File: config.mk
export PLATFORM = sky130hd
export DESIGN_NAME = three_class_task_scheduler
export DESIGN_NICKNAME = d
export VERILOG_FILES = /design/src/hdl/tcs_pkg.sv /design/src/hdl/tcs_queue.sv /design/src/hdl/three_class_task_scheduler.sv
export SDC_FILE = /design/constraint.sdc
export NUM_CORES = 2
export LEC_CHECK = 0
export BUFFER_PORTS_ARGS = -buffer_cell sky130_fd_sc_hd__buf_2
export CAP_MARGIN = 20
export CORE_MARGIN = 2
export CORE_UTILIZATION = 30
export DETAILED_ROUTE_END_ITERATION = 16
export GPL_TIMING_DRIVEN = 0
export PLACE_DENSITY = 0.41
export SKIP_CTS_REPAIR_TIMING = 1
export SYNTH_ARGS = -nofsm -noshare
export SYNTH_HDL_FRONTEND = slang
export SYNTH_SLANG_ARGS = --single-unit
File: constraint.sdc
create_clock -name i_clk -period 14.2 [get_ports i_clk]
set_clock_uncertainty 0.2 [all_clocks]
set_input_delay 1.42 -clock i_clk [delete_from_list [all_inputs] [get_ports i_clk]]
set_output_delay 1.42 -clock i_clk [all_outputs]
set_load 0.01 [all_outputs]
File: src/hdl/tcs_pkg.sv
// ----------------------------------------------------------------------------
// tcs_pkg
// Shared types and constants for the three-class task scheduler.
// ----------------------------------------------------------------------------
package tcs_pkg;

    localparam int QUEUE_DEPTH_DEF = 16;
    localparam int MAX_TASKS_DEF   = 256;

    localparam int ID_W    = 8;
    localparam int TIME_W  = 16;
    localparam int PRIO_W  = 8;
    localparam int BURST_W = 4;
    localparam int CFG_IDX_W  = 3;
    localparam int CFG_DATA_W = 16;

    // x / 10 == (x * 52429) >> 19 for every 16-bit x
    localparam int          DIV10_SHIFT = 19;
    localparam logic [31:0] DIV10_MUL   = 32'd52429;

    localparam logic [BURST_W-1:0] RUN_MAX = '1;

    localparam logic MODE_ADD      = 1'b0;
    localparam logic MODE_DISPATCH = 1'b1;

    typedef enum logic [1:0] {
        ST_QUEUED     = 2'd0,
        ST_DROPPED    = 2'd1,
        ST_DISPATCHED = 2'd2,
        ST_EMPTY      = 2'd3
    } t_status;

    typedef enum logic [1:0] {
        LVL_GOLD   = 2'd0,
        LVL_SILVER = 2'd1,
        LVL_BRONZE = 2'd2
    } t_level;

    typedef enum logic [CFG_IDX_W-1:0] {
        CFG_GOLD_LIMIT     = 3'd0,
        CFG_SILVER_LIMIT   = 3'd1,
        CFG_SILVER_BURST   = 3'd2,
        CFG_SILVER_QUANTUM = 3'd3,
        CFG_BRONZE_QUANTUM = 3'd4
    } t_cfg_idx;

    localparam logic [PRIO_W-1:0]  GOLD_LIMIT_RST     = 8'd20;
    localparam logic [PRIO_W-1:0]  SILVER_LIMIT_RST   = 8'd60;
    localparam logic [BURST_W-1:0] SILVER_BURST_RST   = 4'd3;
    localparam logic [TIME_W-1:0]  SILVER_QUANTUM_RST = 16'd50;
    localparam logic [TIME_W-1:0]  BRONZE_QUANTUM_RST = 16'd100;

    typedef struct packed {
        logic              mode;
        logic [PRIO_W-1:0] priority_value;
        logic [TIME_W-1:0] exec_time;
    } t_in_item;

    typedef struct packed {
        logic [1:0]        status;
        logic [ID_W-1:0]   task_id;
        logic [1:0]        level;
        logic [TIME_W-1:0] grant_time;
        logic [TIME_W-1:0] remaining_after;
        logic              finished;
        logic [TIME_W-1:0] full_time;
    } t_out_item;

    typedef struct packed {
        logic [ID_W-1:0]   id;
        logic [TIME_W-1:0] remaining;
        logic [TIME_W-1:0] total;
    } t_entry;

    typedef struct packed {
        logic push;
        logic pop;
    } t_q_ctrl;

    typedef struct packed {
        logic empty;
        logic full;
    } t_q_stat;

endpackage

File: src/hdl/tcs_queue.sv
// ----------------------------------------------------------------------------
// tcs_queue
// Circular task FIFO. Head entry is visible combinationally; push and pop may
// happen in the same cycle (requeue of an unfinished task).
// ----------------------------------------------------------------------------
module tcs_queue
    import tcs_pkg::*;
#(
    parameter int QUEUE_DEPTH = QUEUE_DEPTH_DEF
) (
    input  logic    i_clk,
    input  logic    i_rst_n,
    input  t_q_ctrl i_ctrl,
    input  t_entry  i_push_data,
    output t_entry  o_head,
    output t_q_stat o_stat
);

    localparam int PTR_W = $clog2(QUEUE_DEPTH);
    localparam int CNT_W = $clog2(QUEUE_DEPTH + 1);

    t_entry r_store [QUEUE_DEPTH];

    logic [PTR_W-1:0] r_head, r_tail, n_head, n_tail;
    logic [CNT_W-1:0] r_count, n_count;

    function automatic logic [PTR_W-1:0] wrap_next(input logic [PTR_W-1:0] p);
        return (p == PTR_W'(QUEUE_DEPTH - 1)) ? '0 : p + 1'b1;
    endfunction

    always_comb begin
        n_head  = i_ctrl.pop  ? wrap_next(r_head) : r_head;
        n_tail  = i_ctrl.push ? wrap_next(r_tail) : r_tail;
        unique case ({i_ctrl.push, i_ctrl.pop})
            2'b10:   n_count = r_count + 1'b1;
            2'b01:   n_count = r_count - 1'b1;
            default: n_count = r_count;
        endcase
    end

    always_ff @(posedge i_clk) begin
        if (!i_rst_n) begin
            r_head  <= '0;
            r_tail  <= '0;
            r_count <= '0;
        end else begin
            r_head  <= n_head;
            r_tail  <= n_tail;
            r_count <= n_count;
        end
    end

    // write lands at the old tail; when full that is the slot being popped
    always_ff @(posedge i_clk) begin
        if (i_ctrl.push) begin
            r_store[r_tail] <= i_push_data;
        end
    end

    assign o_head       = r_store[r_head];
    assign o_stat.empty = (r_count == '0);
    assign o_stat.full  = (r_count == CNT_W'(QUEUE_DEPTH));

endmodule

File: src/hdl/three_class_task_scheduler.sv
// ----------------------------------------------------------------------------
// three_class_task_scheduler
// Gold / silver / bronze task queues with add and dispatch requests.
// ----------------------------------------------------------------------------
// Pipeline: input beat to result beat passes through the input register and then
//   the result register; every item gives exactly one result beat.
// Throughput: one item per cycle while the output is not stalled; queue head read
//   and write-back are done between the two registers.
// Reset: synchronous, active low; clears queue pointers, counts, silver run
//   and task id, loads register defaults. Queue storage is not cleared.
module three_class_task_scheduler
    import tcs_pkg::*;
#(
    parameter int QUEUE_DEPTH = QUEUE_DEPTH_DEF,
    parameter int MAX_TASKS   = MAX_TASKS_DEF
) (
    input  logic                  i_clk,
    input  logic                  i_rst_n,
    input  logic                  i_in_valid,
    output logic                  o_in_ready,
    input  t_in_item              i_in_data,
    output logic                  o_out_valid,
    input  logic                  i_out_ready,
    output t_out_item             o_out_data,
    input  logic                  i_cfg_valid,
    output logic                  o_cfg_ready,
    input  logic [CFG_IDX_W-1:0]  i_cfg_index,
    input  logic [CFG_DATA_W-1:0] i_cfg_data
);

    localparam int QUO_W = 32 - DIV10_SHIFT;

    // config
    logic [PRIO_W-1:0]  r_gold_limit, r_silver_limit;
    logic [BURST_W-1:0] r_silver_burst;
    logic [TIME_W-1:0]  r_silver_quantum, r_bronze_quantum;

    // pipeline
    logic      r_in_valid, r_out_valid;
    t_in_item  r_in;
    t_out_item r_out, n_out;
    logic      w_adv, w_fire;

    // scheduler state
    logic [BURST_W-1:0] r_run, n_run;
    logic [ID_W-1:0]    r_next_id, n_next_id;
    logic [ID_W:0]      w_id_inc;

    t_q_ctrl w_ctrl [3];
    t_q_stat w_stat [3];
    t_entry  w_head [3];
    t_entry  w_push_data;

    logic [31:0]       w_prod;
    logic [QUO_W-1:0]  w_quo;
    logic [TIME_W-1:0] w_rounded;

    t_level            w_lvl;
    t_entry            w_sel;
    logic [TIME_W-1:0] w_cap, w_svc;
    logic              w_have;

    assign w_adv      = !r_out_valid || i_out_ready;
    assign w_fire     = r_in_valid && w_adv;
    assign o_in_ready = !r_in_valid || w_adv;
    assign o_cfg_ready = 1'b1;

    // round down to a multiple of 10 ms
    assign w_prod    = 32'(r_in.exec_time) * DIV10_MUL;
    assign w_quo     = w_prod[31:DIV10_SHIFT];
    assign w_rounded = {w_quo, 3'b000} + {2'b00, w_quo, 1'b0};

    assign w_id_inc = {1'b0, r_next_id} + 1'b1;

    genvar g;
    generate
        for (g = 0; g < 3; g++) begin : g_queue
            tcs_queue #(
                .QUEUE_DEPTH(QUEUE_DEPTH)
            ) u_queue (
                .i_clk       (i_clk),
                .i_rst_n     (i_rst_n),
                .i_ctrl      (w_ctrl[g]),
                .i_push_data (w_push_data),
                .o_head      (w_head[g]),
                .o_stat      (w_stat[g])
            );
        end
    endgenerate

    always_comb begin
        n_run       = r_run;
        n_next_id   = r_next_id;
        n_out       = '0;
        w_push_data = '0;
        w_lvl       = LVL_GOLD;
        w_have      = 1'b1;
        w_sel       = w_head[LVL_GOLD];
        w_cap       = r_bronze_quantum;
        w_svc       = '0;
        for (int k = 0; k < 3; k++) begin
            w_ctrl[k] = '0;
        end

        if (r_in.mode == MODE_ADD) begin
            priority if (r_in.priority_value < r_gold_limit) begin
                w_lvl = LVL_GOLD;
            end else if (r_in.priority_value < r_silver_limit) begin
                w_lvl = LVL_SILVER;
            end else begin
                w_lvl = LVL_BRONZE;
            end
            n_next_id = (32'(w_id_inc) >= MAX_TASKS) ? '0 : w_id_inc[ID_W-1:0];
            w_push_data.id        = r_next_id;
            w_push_data.remaining = w_rounded;
            w_push_data.total     = w_rounded;
            n_out.task_id         = r_next_id;
            n_out.level           = w_lvl;
            n_out.remaining_after = w_rounded;
            n_out.full_time       = w_rounded;
            if (w_stat[w_lvl].full) begin
                n_out.status = ST_DROPPED;
            end else begin
                n_out.status = ST_QUEUED;
                w_ctrl[w_lvl].push = w_fire;
            end
        end else begin
            // silver yields to waiting bronze once the run hits the burst limit
            priority if (!w_stat[LVL_GOLD].empty) begin
                w_lvl = LVL_GOLD;
            end else if (!w_stat[LVL_SILVER].empty &&
                         (w_stat[LVL_BRONZE].empty || r_run < r_silver_burst)) begin
                w_lvl = LVL_SILVER;
                n_run = (r_run != RUN_MAX) ? r_run + 1'b1 : r_run;
            end else if (!w_stat[LVL_BRONZE].empty) begin
                w_lvl = LVL_BRONZE;
                n_run = '0;
            end else begin
                w_have = 1'b0;
            end

            w_sel = w_head[w_lvl];
            w_cap = (w_lvl == LVL_SILVER) ? r_silver_quantum : r_bronze_quantum;
            w_svc = (w_lvl != LVL_GOLD && w_sel.remaining > w_cap) ? w_cap
                                                                 : w_sel.remaining;
            w_push_data.id        = w_sel.id;
            w_push_data.remaining = w_sel.remaining - w_svc;
            w_push_data.total     = w_sel.total;

            if (w_have) begin
                w_ctrl[w_lvl].pop     = w_fire;
                n_out.status          = ST_DISPATCHED;
                n_out.task_id         = w_sel.id;
                n_out.level           = w_lvl;
                n_out.grant_time      = w_svc;
                n_out.full_time       = w_sel.total;
                if (w_sel.remaining > w_svc) begin
                    w_ctrl[w_lvl].push    = w_fire;
                    n_out.remaining_after = w_push_data.remaining;
                end else begin
                    n_out.finished = 1'b1;
                end
            end else begin
                n_out.status = ST_EMPTY;
            end
        end
    end

    always_ff @(posedge i_clk) begin
        if (!i_rst_n) begin
            r_in_valid  <= 1'b0;
            r_out_valid <= 1'b0;
            r_run       <= '0;
            r_next_id   <= '0;
        end else begin
            if (i_in_valid && o_in_ready) begin
                r_in_valid <= 1'b1;
            end else if (w_fire) begin
                r_in_valid <= 1'b0;
            end
            if (w_fire) begin
                r_out_valid <= 1'b1;
                r_run       <= n_run;
                r_next_id   <= n_next_id;
            end else if (i_out_ready) begin
                r_out_valid <= 1'b0;
            end
        end
    end

    always_ff @(posedge i_clk) begin
        if (i_in_valid && o_in_ready) begin
            r_in <= i_in_data;
        end
        if (w_fire) begin
            r_out <= n_out;
        end
    end

    always_ff @(posedge i_clk) begin
        if (!i_rst_n) begin
            r_gold_limit     <= GOLD_LIMIT_RST;
            r_silver_limit   <= SILVER_LIMIT_RST;
            r_silver_burst   <= SILVER_BURST_RST;
            r_silver_quantum <= SILVER_QUANTUM_RST;
            r_bronze_quantum <= BRONZE_QUANTUM_RST;
        end else if (i_cfg_valid && o_cfg_ready) begin
            unique case (i_cfg_index)
                CFG_GOLD_LIMIT:     r_gold_limit     <= i_cfg_data[PRIO_W-1:0];
                CFG_SILVER_LIMIT:   r_silver_limit   <= i_cfg_data[PRIO_W-1:0];
                CFG_SILVER_BURST:   r_silver_burst   <= i_cfg_data[BURST_W-1:0];
                CFG_SILVER_QUANTUM: r_silver_quantum <= i_cfg_data[TIME_W-1:0];
                CFG_BRONZE_QUANTUM: r_bronze_quantum <= i_cfg_data[TIME_W-1:0];
                default: ;
            endcase
        end
    end

    assign o_out_valid = r_out_valid;
    assign o_out_data  = r_out;

endmodule
Word-level counts from Yosys, hierarchy flattened --
Memory sizes are Yosys's and may differ from the RTL's. A register that Yosys moved wholly into a read port is not among the register bits. Cells that the tools add are included.
Operators by class: $add $sub $neg 16, multipliers 1, order comparisons 10, eq/ne operators 23, muxes and demuxes 68, bitwise operators 5, reductions and logical operators 30
Operators with widths (number):
- $mux 40 | 3
- $bmux 40 s2 | 1
- $mux 16 | 5
- $mux 4 | 15
- $mux 59 | 1
- $gt 16x16->1 | 2
- $mul 16x16->32 const B | 1
- $pmux 5 s2 | 3
- $add 4x1->4 const B | 7
- $eq 4x4->1 const B | 6
- $mux 6 | 4
- $mux 1 | 20
- $mux 2 | 9
- $add 16x14->16 | 1
- $lt 8x8->1 | 2
- $sub 16x16->16 | 1
- $add 5x1->5 const B | 3
- $eq 5x5->1 const B | 3
- $logic_not 5->1 | 3
- $sub 5x1->5 const B | 3
- $reduce_and 2->1 | 7
- $and 6x6->6 | 2
- $demux 2 s2 | 3
- $mux 12 | 1
- 23 further kinds | 47
Storage, ports and cells: flip-flop bits (word level) 191, memory bits (writable) 1920, input port bits 49, output and inout port bits 64, logic and storage cells 184, memories 3
Memories:
- g_queue[0].u_queue.r_store | depth 16, bits a word 40, rd ports 1, clocked after memory_dff 1, write ports 1, RTL line tcs_queue.sv:22 | t_entry r_store [QUEUE_DEPTH];
- g_queue[1].u_queue.r_store | depth 16, bits a word 40, rd ports 1, clocked after memory_dff 1, write ports 1, RTL line tcs_queue.sv:22
- g_queue[2].u_queue.r_store | depth 16, bits a word 40, rd ports 1, clocked after memory_dff 1, write ports 1, RTL line tcs_queue.sv:22

Logic depth before layout (Yosys ltp) --
word-level depth 19, gate-level depth with buffers 44, depth with buffers taken out 40

Hierarchy --
Synthesis repeated with hierarchy kept, for this count alone.
Second synthesis, totals: cells, all modules 4847, area, all modules 88780.1 um^2
Modules (own cells, without submodules):
- tcs_queue at g_queue[0].u_queue ... | instances 2, cells each 1097, area an instance 24895.1 um^2, seq. area each 19558.8 um^2
- tcs_queue at g_queue[2].u_queue | instances 1, cells each 1097, area an instance 24896.4 um^2, seq. area each 19558.8 um^2
- three_class_task_scheduler | instances 1, cells each 1556, area an instance 14093.5 um^2, seq. area each 3903.7 um^2

Least setup slack after synthesis --
No wires, ideal clock.
kind reg-to-reg, start reg (tool-made name), end mem g_queue[1].u_queue.r_store[0][0] (netlist name) (enable), setup time 487 ps, arrival 9578 ps, data required time 13513 ps, setup slack 3935 ps, stages on the path, launching flop included 34, path buffers 5, period minus slack after synthesis 10265 ps, path through dfxtp_1 > buf_2 > buf_2 > buf_1 > mux4_2 > mux4_2 > o22ai_1 > nor2_1 > ha_1 > nand4_1 > nor3_1 > and4_1 > o211ai_1 > nor3_1 > nor2b_1 > a21boi_2 > o41ai_2 > clkbuf_1 > nor2_1 > a21oi_1 > ha_1 > a21o_1 > a21o_1 > a21oi_1 > o21bai_1 > a21o_1 > a31oi_1 > o21a_1 > o221a_1 > nor3b_1 > or2_2 > clkbuf_2 > nand2_1 > nor3_1
RTL lines (RTL line):
- end: declaration | tcs_queue.sv:22

==> flow_metrics.env <==
export IMPL_mean_syn_cell_area_um2=19.6
export IMPL_drive_gt1_share_pct=26.0
export IMPL_maxClockFrequency_ghz=0.0889
export IMPL_core_rowCount=199
export IMPL_timing_final_hold_violations=0
export IMPL_grtUsageTotal_pct=17.7
export IMPL_min_period_ns=11.24
export IMPL_drt_first_iter_violations=3945
export IMPL_totalNegativeSetupSlack_ns=0
export IMPL_synth_net_count=4859
export IMPL_grt_overflow_total=0
export IMPL_hpwl_um=188000
export IMPL_ant_nets=0
export IMPL_synth_edff_count=2006
export IMPL_yosys_register_bits=2123
export IMPL_postSynth_topFlopCell="sky130_fd_sc_hd__edfxtp_1"
export IMPL_final_setup_worst_slack_ns=2.96
export IMPL_number_of_global_route_vias_before_repair=46500
export IMPL_min_path_type="reg2reg"
export IMPL_synthesis_area_um2=88200
export IMPL_max_clock_path_buffers=4
export IMPL_critPathRequiredTime_ns=14.60
export IMPL_timing_max_transition_violations_final=0
export IMPL_area_growth_pct=19.1
export IMPL_firstDrtPassIters=5
export IMPL_place_congestion=0.803
export IMPL_setup_worst_path_class="reg2reg"
export IMPL_die_width_um=546
export IMPL_slowest_delay_ns=0.81
export IMPL_numnets_final=5438
export IMPL_cts_root_buffer_cell="sky130_fd_sc_hd__clkbuf_16"
export IMPL_dpl_instance_area_um2=97600
export IMPL_grt_setup_unrepaired="no"
export IMPL_initial_util_pct=30.1
export IMPL_tritoncts="done"
export IMPL_seq_area_frac_synth_pct=71.0
export IMPL_synth_warning_count=0
export IMPL_dieHeight_um=546
export IMPL_placeableCoreArea_um2=293000
export IMPL_netlist_instances=4508
export IMPL_number_of_cts_inserted_buffers=238
export IMPL_setup_viol=0
export IMPL_pin_count=113
export IMPL_crit_path_frequent_cell="sky130_fd_sc_hd__buf_6"
export IMPL_outcome="complete, no violations"
export IMPL_worst_pin_slew_ns=1.14
export IMPL_worst_r2r_path_depth=37
export IMPL_fin_crit_sh_pct=79.2
export IMPL_final_design_area_no_fill_um2=105000
export IMPL_async_flop_share_pct=0
export IMPL_holdPathStages=2
export IMPL_clk_pin_slew_worst_paths_ns=0.06
export IMPL_cts_htree_levels=4
export IMPL_route_detailed_drc=0
export IMPL_antenna_found_initial=5
export IMPL_startpoint_type_of_the_worst_setup_path="flop"
export IMPL_clock_insertion_delay_worst_skew_ns=0.90
export IMPL_cp_slowest_cell="sky130_fd_sc_hd__nor3_2"
export IMPL_maximum_number_of_pins_on_one_net_before_global_route_repair=49
export IMPL_worst_ep_arrival_time_ns=11.64
export IMPL_routed_wl_um=267000
export IMPL_clkSinkCount=2123
export IMPL_via_count=45200
export IMPL_dp_slack_ns=2.90
export IMPL_max_cap_viols=0
export IMPL_io_buffers=110
export IMPL_wire_per_inst_um=29.0
export IMPL_floorplan_die_area_um2=298000
export IMPL_post_drt_via_cell_ratio=4.91
export IMPL_crit_fanout=10
export IMPL_timing_max_slew_rel_slack_pct=23.9
export IMPL_grt_first_pass_wirelength_um=373000
export IMPL_worstSetupEndpointType="flop"
export IMPL_post_synth_num_cell_types=80
[critical path, delay by kind of cell, from the launching register on]
kind / cells / cell delay [ns]
adders and majority gates: 2 / 0.88
buffers and inverters: 9 / 3.14
DFF: 1 / 0.30
muxes: 2 / 0.98
AOI/OAI and AO/OA: 13 / 2.39
and+or+nand+nor: 11 / 3.12
[path summary, 6_finish.rpt]
check / end / slack (ns) / startpoint
worst max-delay path: g_queue[1].u_queue.r_store[0][33] / 2.96 / flop
worst min-delay path: r_silver_quantum[8] / 0.27 / r_silver_quantum[8]
worst max register to register: g_queue[1].u_queue.r_store[0][33] / 2.96 / flop
worst min register to register: r_silver_quantum[8] / 0.27 / r_silver_quantum[8]
[stage by stage]
stage               hold slack (ns)  utilization, %  instances
finish                        0.266            35.8       9193
global route                  0.288            35.8       9189
CTS                           0.269            35.8       9173
detailed placement            0.262            33.3       8751
global placement              0.251            31.9       8537
floorplan                     0.240               -       4508
[layout by cell type (no fill, tap or decap), types with 50 or more instances in the layout]
| cell type | netlist | final |
|---|---|---|
| sky130_fd_sc_hd__buf_2 | 7 | 119 |
| sky130_fd_sc_hd__ha_1 | 217 | 217 |
| sky130_fd_sc_hd__clkbuf_16 | 0 | 242 |
| sky130_fd_sc_hd__a21oi_1 | 72 | 72 |
| sky130_fd_sc_hd__buf_6 | 1 | 67 |
| sky130_fd_sc_hd__buf_1 | 62 | 62 |
| sky130_fd_sc_hd__inv_1 | 211 | 210 |
| sky130_fd_sc_hd__nand2_1 | 236 | 233 |
| sky130_fd_sc_hd__a21o_1 | 97 | 65 |
| sky130_fd_sc_hd__clkbuf_1 | 125 | 193 |
| sky130_fd_sc_hd__o21ai_0 | 53 | 50 |
| sky130_fd_sc_hd__buf_8 | 0 | 56 |
| sky130_fd_sc_hd__mux4_2 | 594 | 594 |
| sky130_fd_sc_hd__buf_12 | 0 | 79 |
| sky130_fd_sc_hd__nor2_1 | 161 | 124 |
| sky130_fd_sc_hd__dfxtp_1 | 117 | 117 |
| sky130_fd_sc_hd__fa_1 | 85 | 85 |
| sky130_fd_sc_hd__edfxtp_1 | 2006 | 2006 |
[cell families (layout without fill, tap and decap cells)]
group                      Yosys count  in the layout  synth area share (%)
other                                1              6               0.00425
adders and majority gates          303            303                  5.02
muxes                              619            619                  15.5
buffers and inverters              410           1171                  1.78
AOI/OAI and AO/OA                  401            401                  3.09
DFF                               2123           2123                  71.0
xor gates and xnor gates            66             66                 0.656
and+or+nand+nor                    585            585                  3.01
[cells in the mapped netlist (25+ instances only)]
master	n	share of area [%]
sky130_fd_sc_hd__edfxtp_1	2006	68
sky130_fd_sc_hd__ha_1	217	3.1
sky130_fd_sc_hd__xnor2_1	45	0.45
sky130_fd_sc_hd__buf_1	62	0.26
sky130_fd_sc_hd__and2_1	31	0.22
sky130_fd_sc_hd__nor3_1	29	0.16
sky130_fd_sc_hd__a21boi_0	43	0.37
sky130_fd_sc_hd__a21o_1	97	0.83
sky130_fd_sc_hd__inv_1	211	0.90
sky130_fd_sc_hd__a21oi_1	72	0.41
sky130_fd_sc_hd__nand2_1	236	1.0
sky130_fd_sc_hd__dfxtp_1	117	2.7
sky130_fd_sc_hd__fa_1	85	1.9
sky130_fd_sc_hd__nor2b_1	36	0.26
sky130_fd_sc_hd__o21ai_0	53	0.30
sky130_fd_sc_hd__nor2_1	161	0.69
sky130_fd_sc_hd__mux4_2	594	15
sky130_fd_sc_hd__nand3_1	25	0.14
sky130_fd_sc_hd__clkbuf_1	125	0.53
sky130_fd_sc_hd__a31oi_1	41	0.29
[state kept, by name (all words and copies together), names as in the netlist, named ones only]
signal and count:
g_queue.u_queue.r_count 15, g_queue.u_queue.r_head 12, g_queue.u_queue.r_store 1920, g_queue.u_queue.r_tail 12
o_out_data 61, o_out_valid 1, r_bronze_quantum 16, r_gold_limit 8
r_in 25, r_in_valid 1, r_next_id 8, r_run 4
r_silver_burst 4, r_silver_limit 8, r_silver_quantum 16
[metal layers]
layer	wire length, um	global-route usage (%)	vias to the layer above
li1	-	-	19300
met1	120000	24.7	24400
met2	129000	29.1	1118
met3	12200	2.45	307
met4	5710	4.03	0
met5	0	0	-
[layout make-up]
cell class / instances / area (um2)
Fill cell: 27300 / 188000
Sequential cell: 2123 / 62600
Multi-Input combinational cell: 1975 / 24500
Clock buffer: 315 / 6380
Tap cell: 3919 / 4900
Timing Repair Buffer: 339 / 4260
Clock inverter: 107 / 851
Inverter: 211 / 795
Buffer: 199 / 773
Antenna cell: 5 / 12.5
Power is left out: the tool's default activity adds up to more than one toggle a clock period on the data nets, which glitch-free logic cannot reach.
